### src/design/utt_pkg.sv
// shared types and constants of the utf-8 to utf-16 transcoder
`timescale 1ns / 1ps

package utt_pkg;

    localparam int DataByteWidth = 8;
    localparam int CodeUnitWidth = 21;
    localparam int MDataWidth    = 24;
    localparam int MUserWidth    = 2;

    // sequence class codes
    localparam logic [1:0] CLASS_NONE  = 2'd0;
    localparam logic [1:0] CLASS_TWO   = 2'd1;
    localparam logic [1:0] CLASS_THREE = 2'd2;
    localparam logic [1:0] CLASS_FOUR  = 2'd3;

    // unit mode codes
    localparam logic MODE_UTF16 = 1'b0;
    localparam logic MODE_UTF32 = 1'b1;

    localparam logic [20:0] MIN_TWO     = 21'h000080;
    localparam logic [20:0] MIN_THREE   = 21'h000800;
    localparam logic [20:0] MIN_FOUR    = 21'h010000;
    localparam logic [20:0] MAX_POINT   = 21'h10ffff;
    localparam logic [20:0] SURR_LOW    = 21'h00d800;
    localparam logic [20:0] SURR_HIGH   = 21'h00dfff;
    localparam logic [5:0]  HI_SURR_TAG = 6'b110110;
    localparam logic [5:0]  LO_SURR_TAG = 6'b110111;

    typedef struct packed {
        logic [CodeUnitWidth-1:0] code_unit;
        logic                     failed;
        logic                     string_done;
        logic                     run_last;
    } utt_result_t;

    typedef struct packed {
        logic [1:0]  count;
        utt_result_t first;
        utt_result_t second;
    } utt_push_t;

endpackage

### src/design/utf8_to_utf16_transcoder_unit.sv
// top level of the utf-8 to utf-16 transcoder
//
//  channel | ports                   | content
//  --------+-------------------------+-------------------------------------------
//  s_      | tvalid tready tdata tlast | tdata: data_byte; tlast: string_last
//  m_      | tvalid tready tdata tuser tlast | tdata: code_unit; tuser: failed,
//          |                         |   string_done; tlast: run_last
//  cfg_    | wr_en wr_data           | unit_mode
//
// one byte is taken per cycle while s_tready is high; its results sit in the output register the next cycle
// a byte that completes a supplementary code point in 16-bit mode gives two
// transfers, and the input holds while the second one leaves
// the input stalls while the result register is still held by m_tready low
// reset clears the sequence state, the discard flag and unit_mode to 16-bit
`timescale 1ns / 1ps

module utf8_to_utf16_transcoder_unit (
    input  logic                              aclk,
    input  logic                              aresetn,
    input  logic                              cfg_wr_en,
    input  logic                              cfg_wr_data,
    input  logic                              s_tvalid,
    output logic                              s_tready,
    input  logic [utt_pkg::DataByteWidth-1:0] s_tdata,   // [7:0] data_byte
    input  logic                              s_tlast,
    output logic                              m_tvalid,
    input  logic                              m_tready,
    output logic [utt_pkg::MDataWidth-1:0]    m_tdata,   // [20:0] code_unit, [23:21] zero
    output logic [utt_pkg::MUserWidth-1:0]    m_tuser,   // [0] failed, [1] string_done
    output logic                              m_tlast
);
    import utt_pkg::*;

    logic        accept;
    utt_push_t   push;
    utt_result_t out_res;

    assign accept = s_tvalid && s_tready;

    utt_decoder u_decoder (
        .aclk        (aclk),
        .aresetn     (aresetn),
        .cfg_wr_en   (cfg_wr_en),
        .cfg_wr_data (cfg_wr_data),
        .in_accept   (accept),
        .in_byte     (s_tdata),
        .in_last     (s_tlast),
        .push        (push)
    );

    utt_out_buf u_out_buf (
        .aclk       (aclk),
        .aresetn    (aresetn),
        .push_valid (accept),
        .push       (push),
        .can_push   (s_tready),
        .out_valid  (m_tvalid),
        .out_ready  (m_tready),
        .out_data   (out_res)
    );

    assign m_tdata = {3'd0, out_res.code_unit};
    assign m_tuser = {out_res.string_done, out_res.failed};
    assign m_tlast = out_res.run_last;

    assert property (@(posedge aclk) disable iff (!aresetn)
        (m_tvalid && m_tuser[0]) |-> (m_tdata == '0 && m_tlast))
        else $error("failed result carries data");

endmodule

### src/design/utt_decoder.sv
// utf-8 sequence decoder: state registers and per-byte result logic
`timescale 1ns / 1ps

module utt_decoder (
    input  logic                                 aclk,
    input  logic                                 aresetn,
    input  logic                                 cfg_wr_en,
    input  logic                                 cfg_wr_data,
    input  logic                                 in_accept,
    input  logic [utt_pkg::DataByteWidth-1:0]    in_byte,
    input  logic                                 in_last,
    output utt_pkg::utt_push_t                   push
);
    import utt_pkg::*;

    logic        unit_mode_reg;
    logic [1:0]  pending_reg, pending_next;
    logic [20:0] partial_reg, partial_next;
    logic [1:0]  class_reg, class_next;
    logic        discard_reg, discard_next;

    logic        err, complete;
    logic [20:0] cp, shifted, minimum;
    logic [19:0] offset;
    utt_result_t fail_res;

    always_comb begin
        shifted = {partial_reg[14:0], in_byte[5:0]};
        case (class_reg)
            CLASS_TWO:   minimum = MIN_TWO;
            CLASS_THREE: minimum = MIN_THREE;
            default:     minimum = MIN_FOUR;
        endcase
    end

    always_comb begin
        err          = 1'b0;
        complete     = 1'b0;
        cp           = '0;
        pending_next = pending_reg;
        partial_next = partial_reg;
        class_next   = class_reg;
        discard_next = discard_reg;

        if (pending_reg == 2'd0) begin
            if (in_byte[7] == 1'b0) begin
                cp       = {13'd0, in_byte};
                complete = 1'b1;
            end else if (in_byte[7:5] == 3'b110) begin
                partial_next = {16'd0, in_byte[4:0]};
                pending_next = 2'd1;
                class_next   = CLASS_TWO;
            end else if (in_byte[7:4] == 4'b1110) begin
                partial_next = {17'd0, in_byte[3:0]};
                pending_next = 2'd2;
                class_next   = CLASS_THREE;
            end else if (in_byte[7:3] == 5'b11110) begin
                partial_next = {18'd0, in_byte[2:0]};
                pending_next = 2'd3;
                class_next   = CLASS_FOUR;
            end else begin
                err = 1'b1;
            end
        end else if (in_byte[7:6] != 2'b10) begin
            err = 1'b1;
        end else begin
            partial_next = shifted;
            pending_next = pending_reg - 2'd1;
            if (pending_reg == 2'd1) begin
                cp = shifted;
                if (shifted < minimum || shifted > MAX_POINT ||
                    (shifted >= SURR_LOW && shifted <= SURR_HIGH)) begin
                    err = 1'b1;
                end else begin
                    complete = 1'b1;
                end
                partial_next = '0;
                class_next   = CLASS_NONE;
            end
        end

        // a last byte with the sequence still open is a truncation error
        if (!err && !complete && in_last) begin
            err = 1'b1;
        end

        if (err || in_last) begin
            pending_next = 2'd0;
            partial_next = '0;
            class_next   = CLASS_NONE;
            discard_next = err && !in_last;
        end

        if (discard_reg) begin
            err          = in_last;
            complete     = 1'b0;
            pending_next = 2'd0;
            partial_next = '0;
            class_next   = CLASS_NONE;
            discard_next = !in_last;
        end
    end

    always_comb begin
        offset   = cp[19:0] - MIN_FOUR[19:0];
        fail_res = '{code_unit: '0, failed: 1'b1, string_done: in_last, run_last: 1'b1};
        push     = '0;
        if (err) begin
            push.count = 2'd1;
            push.first = fail_res;
        end else if (complete) begin
            if (unit_mode_reg == MODE_UTF16 && cp[20:16] != 5'd0) begin
                push.count  = 2'd2;
                push.first  = '{code_unit: {5'd0, HI_SURR_TAG, offset[19:10]},
                                failed: 1'b0, string_done: 1'b0, run_last: 1'b0};
                push.second = '{code_unit: {5'd0, LO_SURR_TAG, offset[9:0]},
                                failed: 1'b0, string_done: in_last, run_last: 1'b1};
            end else begin
                push.count = 2'd1;
                push.first = '{code_unit: cp, failed: 1'b0, string_done: in_last,
                               run_last: 1'b1};
            end
        end
    end

    always_ff @(posedge aclk) begin
        if (!aresetn) begin
            unit_mode_reg <= MODE_UTF16;
            pending_reg   <= 2'd0;
            partial_reg   <= '0;
            class_reg     <= CLASS_NONE;
            discard_reg   <= 1'b0;
        end else begin
            if (cfg_wr_en) begin
                unit_mode_reg <= cfg_wr_data;
            end
            if (in_accept) begin
                pending_reg <= pending_next;
                partial_reg <= partial_next;
                class_reg   <= class_next;
                discard_reg <= discard_next;
            end
        end
    end

    assert property (@(posedge aclk) disable iff (!aresetn)
        discard_reg |-> (pending_reg == 2'd0 && class_reg == CLASS_NONE))
        else $error("discarding with an open sequence");

    assert property (@(posedge aclk) disable iff (!aresetn)
        (in_accept && in_last) |=> (pending_reg == 2'd0 && !discard_reg))
        else $error("state not cleared after string end");

    assert property (@(posedge aclk) disable iff (!aresetn)
        (pending_reg == 2'd0) == (class_reg == CLASS_NONE))
        else $error("pending count and class disagree");

endmodule

### src/design/utt_out_buf.sv
// two-entry result register that holds a surrogate pair
`timescale 1ns / 1ps

module utt_out_buf (
    input  logic                 aclk,
    input  logic                 aresetn,
    input  logic                 push_valid,
    input  utt_pkg::utt_push_t   push,
    output logic                 can_push,
    output logic                 out_valid,
    input  logic                 out_ready,
    output utt_pkg::utt_result_t out_data
);
    import utt_pkg::*;

    logic [1:0]  cnt_reg;
    utt_result_t head_reg, tail_reg;
    logic        pop;

    assign pop       = out_valid && out_ready;
    assign out_valid = (cnt_reg != 2'd0);
    assign out_data  = head_reg;
    // room for two results once the head leaves
    assign can_push  = (cnt_reg == 2'd0) || (cnt_reg == 2'd1 && out_ready);

    always_ff @(posedge aclk) begin
        if (!aresetn) begin
            cnt_reg <= 2'd0;
        end else if (push_valid) begin
            cnt_reg <= push.count;
        end else if (pop) begin
            cnt_reg <= cnt_reg - 2'd1;
        end
    end

    always_ff @(posedge aclk) begin
        if (push_valid) begin
            head_reg <= push.first;
            tail_reg <= push.second;
        end else if (pop) begin
            head_reg <= tail_reg;
        end
    end

    assert property (@(posedge aclk) disable iff (!aresetn)
        cnt_reg != 2'd3)
        else $error("result buffer overfilled");

    assert property (@(posedge aclk) disable iff (!aresetn)
        (cnt_reg == 2'd2) |-> !push_valid)
        else $error("push into a full result buffer");

    assert property (@(posedge aclk) disable iff (!aresetn)
        (cnt_reg == 2'd2 && pop) |=> (cnt_reg == 2'd1 && out_data.run_last))
        else $error("second half of pair lost");

endmodule

### config.mk
export PLATFORM = sky130hd
export DESIGN_NAME = utf8_to_utf16_transcoder_unit
export DESIGN_NICKNAME = d
export VERILOG_FILES = /design/src/design/utt_pkg.sv /design/src/design/utf8_to_utf16_transcoder_unit.sv /design/src/design/utt_decoder.sv /design/src/design/utt_out_buf.sv
export SDC_FILE = /design/constraint.sdc
export NUM_CORES = 1
export LEC_CHECK = 0
export ABC_AREA = 1
export BUFFER_PORTS_ARGS = -buffer_cell sky130_fd_sc_hd__buf_2
export CAP_MARGIN = 20
export CORE_MARGIN = 4
export CORE_UTILIZATION = 57
export DETAILED_ROUTE_END_ITERATION = 10
export PLACE_DENSITY_LB_ADDON = 0.05
export SLEW_MARGIN = 20
export SYNTH_ARGS = -nofsm -noshare
export SYNTH_HDL_FRONTEND = slang
export SYNTH_SLANG_ARGS = --single-unit
### constraint.sdc
create_clock -name aclk -period 3.1 [get_ports aclk]
set_input_delay 0.31 -clock aclk [delete_from_list [all_inputs] [get_ports aclk]]
set_output_delay 0.31 -clock aclk [all_outputs]
set_load 0.05 [all_outputs]
Yosys cells after proc, flatten, opt, wreduce, memory -nomap -nowiden. Index checks and enable logic that the tools add are counted.

Input port bits: 15. Output and inout bits: 29. Word-level logic and storage cells: 114. Flip-flop bits (word level): 71.

Equal/unequal tests: 11. Order comparisons: 4. Muxes and demuxes: 53. Reduce and logical (&&, ||, !) cells: 25. $add $sub $neg: 3. Bitwise logic cells: 3.

Operators with widths (number): 15-bit two-way mux (9); 21-bit two-way mux (3); 26-bit two-way mux (2); 50-bit two-way mux (1); 24-bit two-way mux (2); 17-bit case mux with 2 select lines (1); 2-bit two-way mux (15); 21-bit by 16-bit >= comparator with 1-bit output (second input constant) (1); 21-bit > comparator (second input constant) (1); 21-bit by 16-bit less-or-equal comparator with 1-bit output (second input constant) (1); 21-bit by 17-bit less-than comparator with 1-bit output (1); 20-bit by 17-bit subtractor with 20-bit output (second input constant) (1); 19-bit two-way mux (1); 1-bit two-way mux (18); 1-bit logical AND (8); 7-bit two-way mux (1); 2-bit by 1-bit equality test with 1-bit output (second input constant) (3); 6-bit by 5-bit inequality test with 1-bit output (second input constant) (1); 5-bit equality test (second input constant) (1); 5-bit AND reduction (1); 5-bit nonzero test (1); 4-bit equality test (second input constant) (1); 2-bit zero test (2); 1-bit logical OR (4); other kinds (13) (19).

Longest topological paths before layout.
Depth after elaboration: 16. Depth in mapped cells: 18. Depth with buffers taken out: 18.

Hierarchy. From an unflattened synthesis, not the netlist that was laid out.

Cells, all modules: 449. Area total of the unflattened synthesis: 3804.9 µm².

Modules (own cells, without submodules): utt_out_buf (seq. area each 1481.4 µm², cells an instance 152, times used 1, area each 1934.4 µm²); utt_decoder (seq. area each 420.4 µm², cells an instance 291, times used 1, area each 1836.8 µm²); utf8_to_utf16_transcoder_unit (seq. area each 0.0 µm², cells an instance 6, times used 1, area each 33.8 µm²).

Worst setup path before layout. OpenSTA, ideal clock, no wires.

Kind: reg-to-reg. From: register u_out_buf.cnt_reg[0]. To: register u_out_buf.head_reg (netlist bit u_out_buf.out_data[10]), data pin. Data required time: 2.846 ns. Stages on the path, launching flop included: 10. Buffers on the path: 1. Arrival: 2.321 ns. Period minus slack after synthesis: 2.575 ns. Path slack: 0.525 ns. Setup time: 0.254 ns. Cells stage by stage: dfxtp_1 > inv_1 > ha_1 > inv_1 > nand2_1 > nand2_1 > clkinv_1 > buf_2 > nand3_1 > nand2_1.

Longest elaborated chain between the ends: 5. Elaborated cells between the ends (all ways): 6. Classes of those cells: eq/ne: 1; mux: 1; reduce/logical: 4.

Ends and longest elaborated chain: start: declaration (line utt_out_buf.sv:16) `logic [1:0] cnt_reg;`; start signal: assignment (line utt_out_buf.sv:30) `cnt_reg <= push.count;`; start signal: assignment (line utt_out_buf.sv:32) `cnt_reg <= cnt_reg - 2'd1;`; 2-bit by 1-bit equality test with 1-bit output (line utt_out_buf.sv:24) `assign can_push = (cnt_reg == 2'd0) || (cnt_reg == 2'd1 && out_ready);`; 1-bit logical AND (line utt_out_buf.sv:24); 1-bit logical OR (*) (line utt_out_buf.sv:24); net s_tready (line utf8_to_utf16_transcoder_unit.sv:23) `output logic s_tready,`; 1-bit logical AND (*) (line utf8_to_utf16_transcoder_unit.sv:38) `assign accept = s_tvalid && s_tready;`; net accept (line utf8_to_utf16_transcoder_unit.sv:34) `logic accept;`; 24-bit two-way mux (*) (line utt_out_buf.sv:37) `if (push_valid) begin`; end signal: assignment (line utt_out_buf.sv:38) `head_reg <= push.first;`; end signal: assignment (line utt_out_buf.sv:41) `head_reg <= tail_reg;`; end: declaration (line utt_out_buf.sv:17) `utt_result_t head_reg, tail_reg;`.

Mark *: on every way through the listed nets, which the timed path passes. The rest lies on a longest branch. A chain may end at the register's enable or synchronous reset.

Worst setup path after layout.
From: register u_decoder.pending_reg[0]. To: register u_out_buf.tail_reg[12] (netlist bit), data pin.

Longest elaborated chain between the ends: 10. Elaborated cells between the ends (all ways): 24. Classes of those cells: add/sub: 1; eq/ne: 1; mux: 12; bitwise: 2; reduce/logical: 8.

Ends and longest elaborated chain: start: declaration (line utt_decoder.sv:17) `logic [1:0] pending_reg, pending_next;`; start signal: assignment (line utt_decoder.sv:138) `pending_reg <= pending_next;`; branches (longest 10 deep; another with 20-bit by 17-bit subtractor with 20-bit output); end signal: assignment (line utt_out_buf.sv:39) `tail_reg <= push.second;`; end: declaration (line utt_out_buf.sv:17).

Parallel ways; which one is timed is not known.

==> results.py <==
metrics = {
    "timing": {
        "fin_skew_ns": 0.0114,
        "finalMaxSlewViolations": 0,
        "period_needed_ns": 2.75,
        "grt_setup_unrepaired": "no",
        "fin_crit_sh_pct": 88.7,
        "setup_viol": 0,
        "setup-tns-final_ns": 0,
        "max_freq_ghz": 0.364,
        "hold_viol_final": 0,
    },
    "floorplan": {
        "dieArea_um2": 6810,
        "start_util_pct": 60.4,
        "row_count": 26,
        "die_y_um": 82.5,
        "die_x_um": 82.5,
        "fp.coreArea_um2": 5240,
        "ios": 44,
    },
    "finish": {
        "fin_nets": 465,
        "fin_cells": 517,
        "antennaDiodeCount": 0,
        "largest_register_ffs": 24,
        "final_layout_size_suffix_gt1_share_pct": 17.9,
        "area_growth_pct": 14.3,
        "fillers": 446,
        "final_area_um2": 3620,
    },
    "placed_design": {
        "io_buffers": 40,
        "dpl.hpwl_mm": 5.24,
        "gp_congestion": 0.894,
        "dp.cells": 501,
        "place_area_um2": 3390,
    },
    "synth": {
        "netlist_top_cells_area": "edfxtp_1 (34%), dfxtp_1 (15%), nand2_1 (9.8%), nor2_1 (8.7%), nand3_1 (4.6%)",
        "yosys.area.top_type": "edfxtp_1",
        "synth_flop_cell": "edfxtp_1",
        "syn_inst": 399,
        "synth-seq-cells": 59,
        "synth_area_um2": 3170,
        "async_flop_share_pct": 0,
        "synth_top_cell_area_share_pct": 34.2,
        "syn_area_per_cell_um2": 7.93,
        "synth.distinct_cells": 36,
        "synth.yosys.seq_area_share_pct": 48.7,
        "synth_edf_count": 36,
        "ys_warn_count": 0,
    },
    "worst_setup_path": {
        "critPathRequiredTime_ns": 3.28,
        "max_stage_delay_ns": 0.39,
        "cp-end-kind": "register",
        "worst_setup_path_start_kind": "register",
        "critical_path_buf_inv_count": 3,
        "cp_max_fo": 17,
        "critPathSlowestCell": "dfxtp_1",
        "path_cells": "inv_1 > nor2_2 > nand2_2 > inv_2 > nand2_1 > ha_1 > o21ai_2 > nand2_2 > inv_2 > nand2_2 > nor3_1",
        "critPathTopFamily": "simple AND/OR/NAND/NOR gates",
        "crit_type": "register to register",
        "crit_path_frequent_cell": "nand2_2",
        "cp.arrival_ns": 2.93,
    },
    "routing": {
        "viasPerCell": 5.29,
        "drtIter0Drc": 219,
        "drc": 0,
        "postRouteAntennaNets": 0,
        "drt_pass1_iterations": 5,
        "vias": 2734,
        "wirelength_mm": 7.21,
        "wl_per_cell_um": 13.9,
    },
    "global_route": {
        "grt_pass1_vias": 2438,
        "grt_overflow": 0,
        "grt_pass1_wl_mm": 11.4,
        "antenna_found_initial": 0,
        "grt_usage_pct": 22.6,
        "grt_max_degree": 20,
    },
    "worst_hold_path": {
        "hp-class": "input pin to register",
    },
    "clock_network": {
        "clockBufferDepth": 2,
        "clk_pin_slew_ns": 0.07,
        "post_cts_buffers": 0,
        "clock_sinks": 59,
        "cts_tree": "built",
        "cts-resized-gates": 0,
        "clock_latency_ns": 0.34,
        "cts_buffers": 9,
        "cts_root_buf": "clkbuf_8",
        "cts_hold_buf": 0,
        "cts_max_level": 3,
    },
    "outcome": {
        "status": "complete, no violations",
    },
    "pwr": {
        "total_power_mw": 4.38,
        "powerDensity_nw_per_um2": 1210,
        "peakVddDrop_uv": 721,
        "p_leak_nw": 1.61,
    },
    "job": {
        "max-cap-violations": 0,
    },
}
[area by class of cell]
cell class	instances	area [um2]	area share [%]
Multi-Input combinational cell	282	1360	37.5
Sequential cell	59	1540	42.6
Clock inverter	5	101	2.80
Tap cell	70	87.6	2.42
Inverter	47	179	4.94
Clock buffer	11	131	3.63
Timing Repair Buffer	43	223	6.15
[worst reg2reg max path, delay by kind of cell, from the launching register on]
family                   cells  cell delay, ns
AND/OR/NAND/NOR              6            1.23
buffers and inverters        3            0.64
AO/OA/AOI/OAI                1            0.06
flip-flops                   1            0.39
adder cells (fa/ha/maj)      1            0.27
[stage by stage]
step	hold slack, ns	utilization, %	setup WS, ns
finish	0.201	69.1	0.351
global route	0.236	69.1	0.0853
CTS	0.204	69.1	0.369
detailed placement	0.466	64.7	0.373
global placement	0.459	64.7	0.416
floorplan	0.406	-	0.525
[cells in the mapped netlist (6+ instances only)]
master / count
nand3_1: 29
nand2_2: 6
inv_2: 7
o21ai_0: 18
ha_1: 8
a21oi_1: 17
o21ai_1: 15
dfxtp_1: 23
nor3_1: 10
nand2_1: 83
inv_1: 37
nor2_1: 73
edfxtp_1: 36
[power by group]
group | total (mW) | internal [mW] | switching [mW]
combinational | 2.15 | 0.540 | 1.61
sequential | 1.39 | 1.22 | 0.171
clock | 0.839 | 0.532 | 0.307
total | 4.38 | 2.30 | 2.09
[kinds of logic after synthesis]
logic type	after synthesis	synth area share [%]
adder cells (fa/ha/maj)	8	3.16
XOR/XNOR	1	0.277
AND/OR/NAND/NOR	212	28.8
AO/OA/AOI/OAI	58	10.2
other	1	0.118
flip-flops	59	48.7
buffers and inverters	60	8.70
[layer usage]
metal  part of all wire (%)  track usage [%]  vias up
met4                    1.8             8.82        0
met2                     47             35.9       86
li1                       -                -     1388
met1                     45             29.0     1241
met3                    6.6             6.72       19
met5                      0                0        -
[worst paths after layout]
| kind | end | cells past startpoint | startpoint | slack, ns |
|---|---|---|---|---|
| worst min-delay path | u_decoder.unit_mode_reg | 3 | cfg_wr_data | 0.20 |
| worst min register to register | u_out_buf.cnt_reg[1] | 2 | u_out_buf.cnt_reg[1] | 0.48 |
| worst max register to register | u_out_buf.tail_reg[12] | 11 | u_decoder.pending_reg[0] | 0.35 |
| worst max-delay path | u_out_buf.tail_reg[12] | 11 | u_decoder.pending_reg[0] | 0.35 |
[layout by cell type, fill, tap and decap left out, types with 2 or more instances in the layout]
cell type and instances:
a21oi_1 17, buf_2 40, buf_4 3, bufinv_16 3
clkbuf_1 2, clkbuf_8 9, clkinv_1 3, conb_1 3
dfxtp_1 23, edfxtp_1 36, ha_1 8, inv_1 37
inv_2 7, nand2_1 83, nand2_2 6, nand3_1 29
nand4_1 2, nand4_2 2, nor2_1 73, nor2_2 2
nor3_1 10, o21ai_0 18, o21ai_1 15, o31ai_1 2
Power figures use the tool's default switching activity.
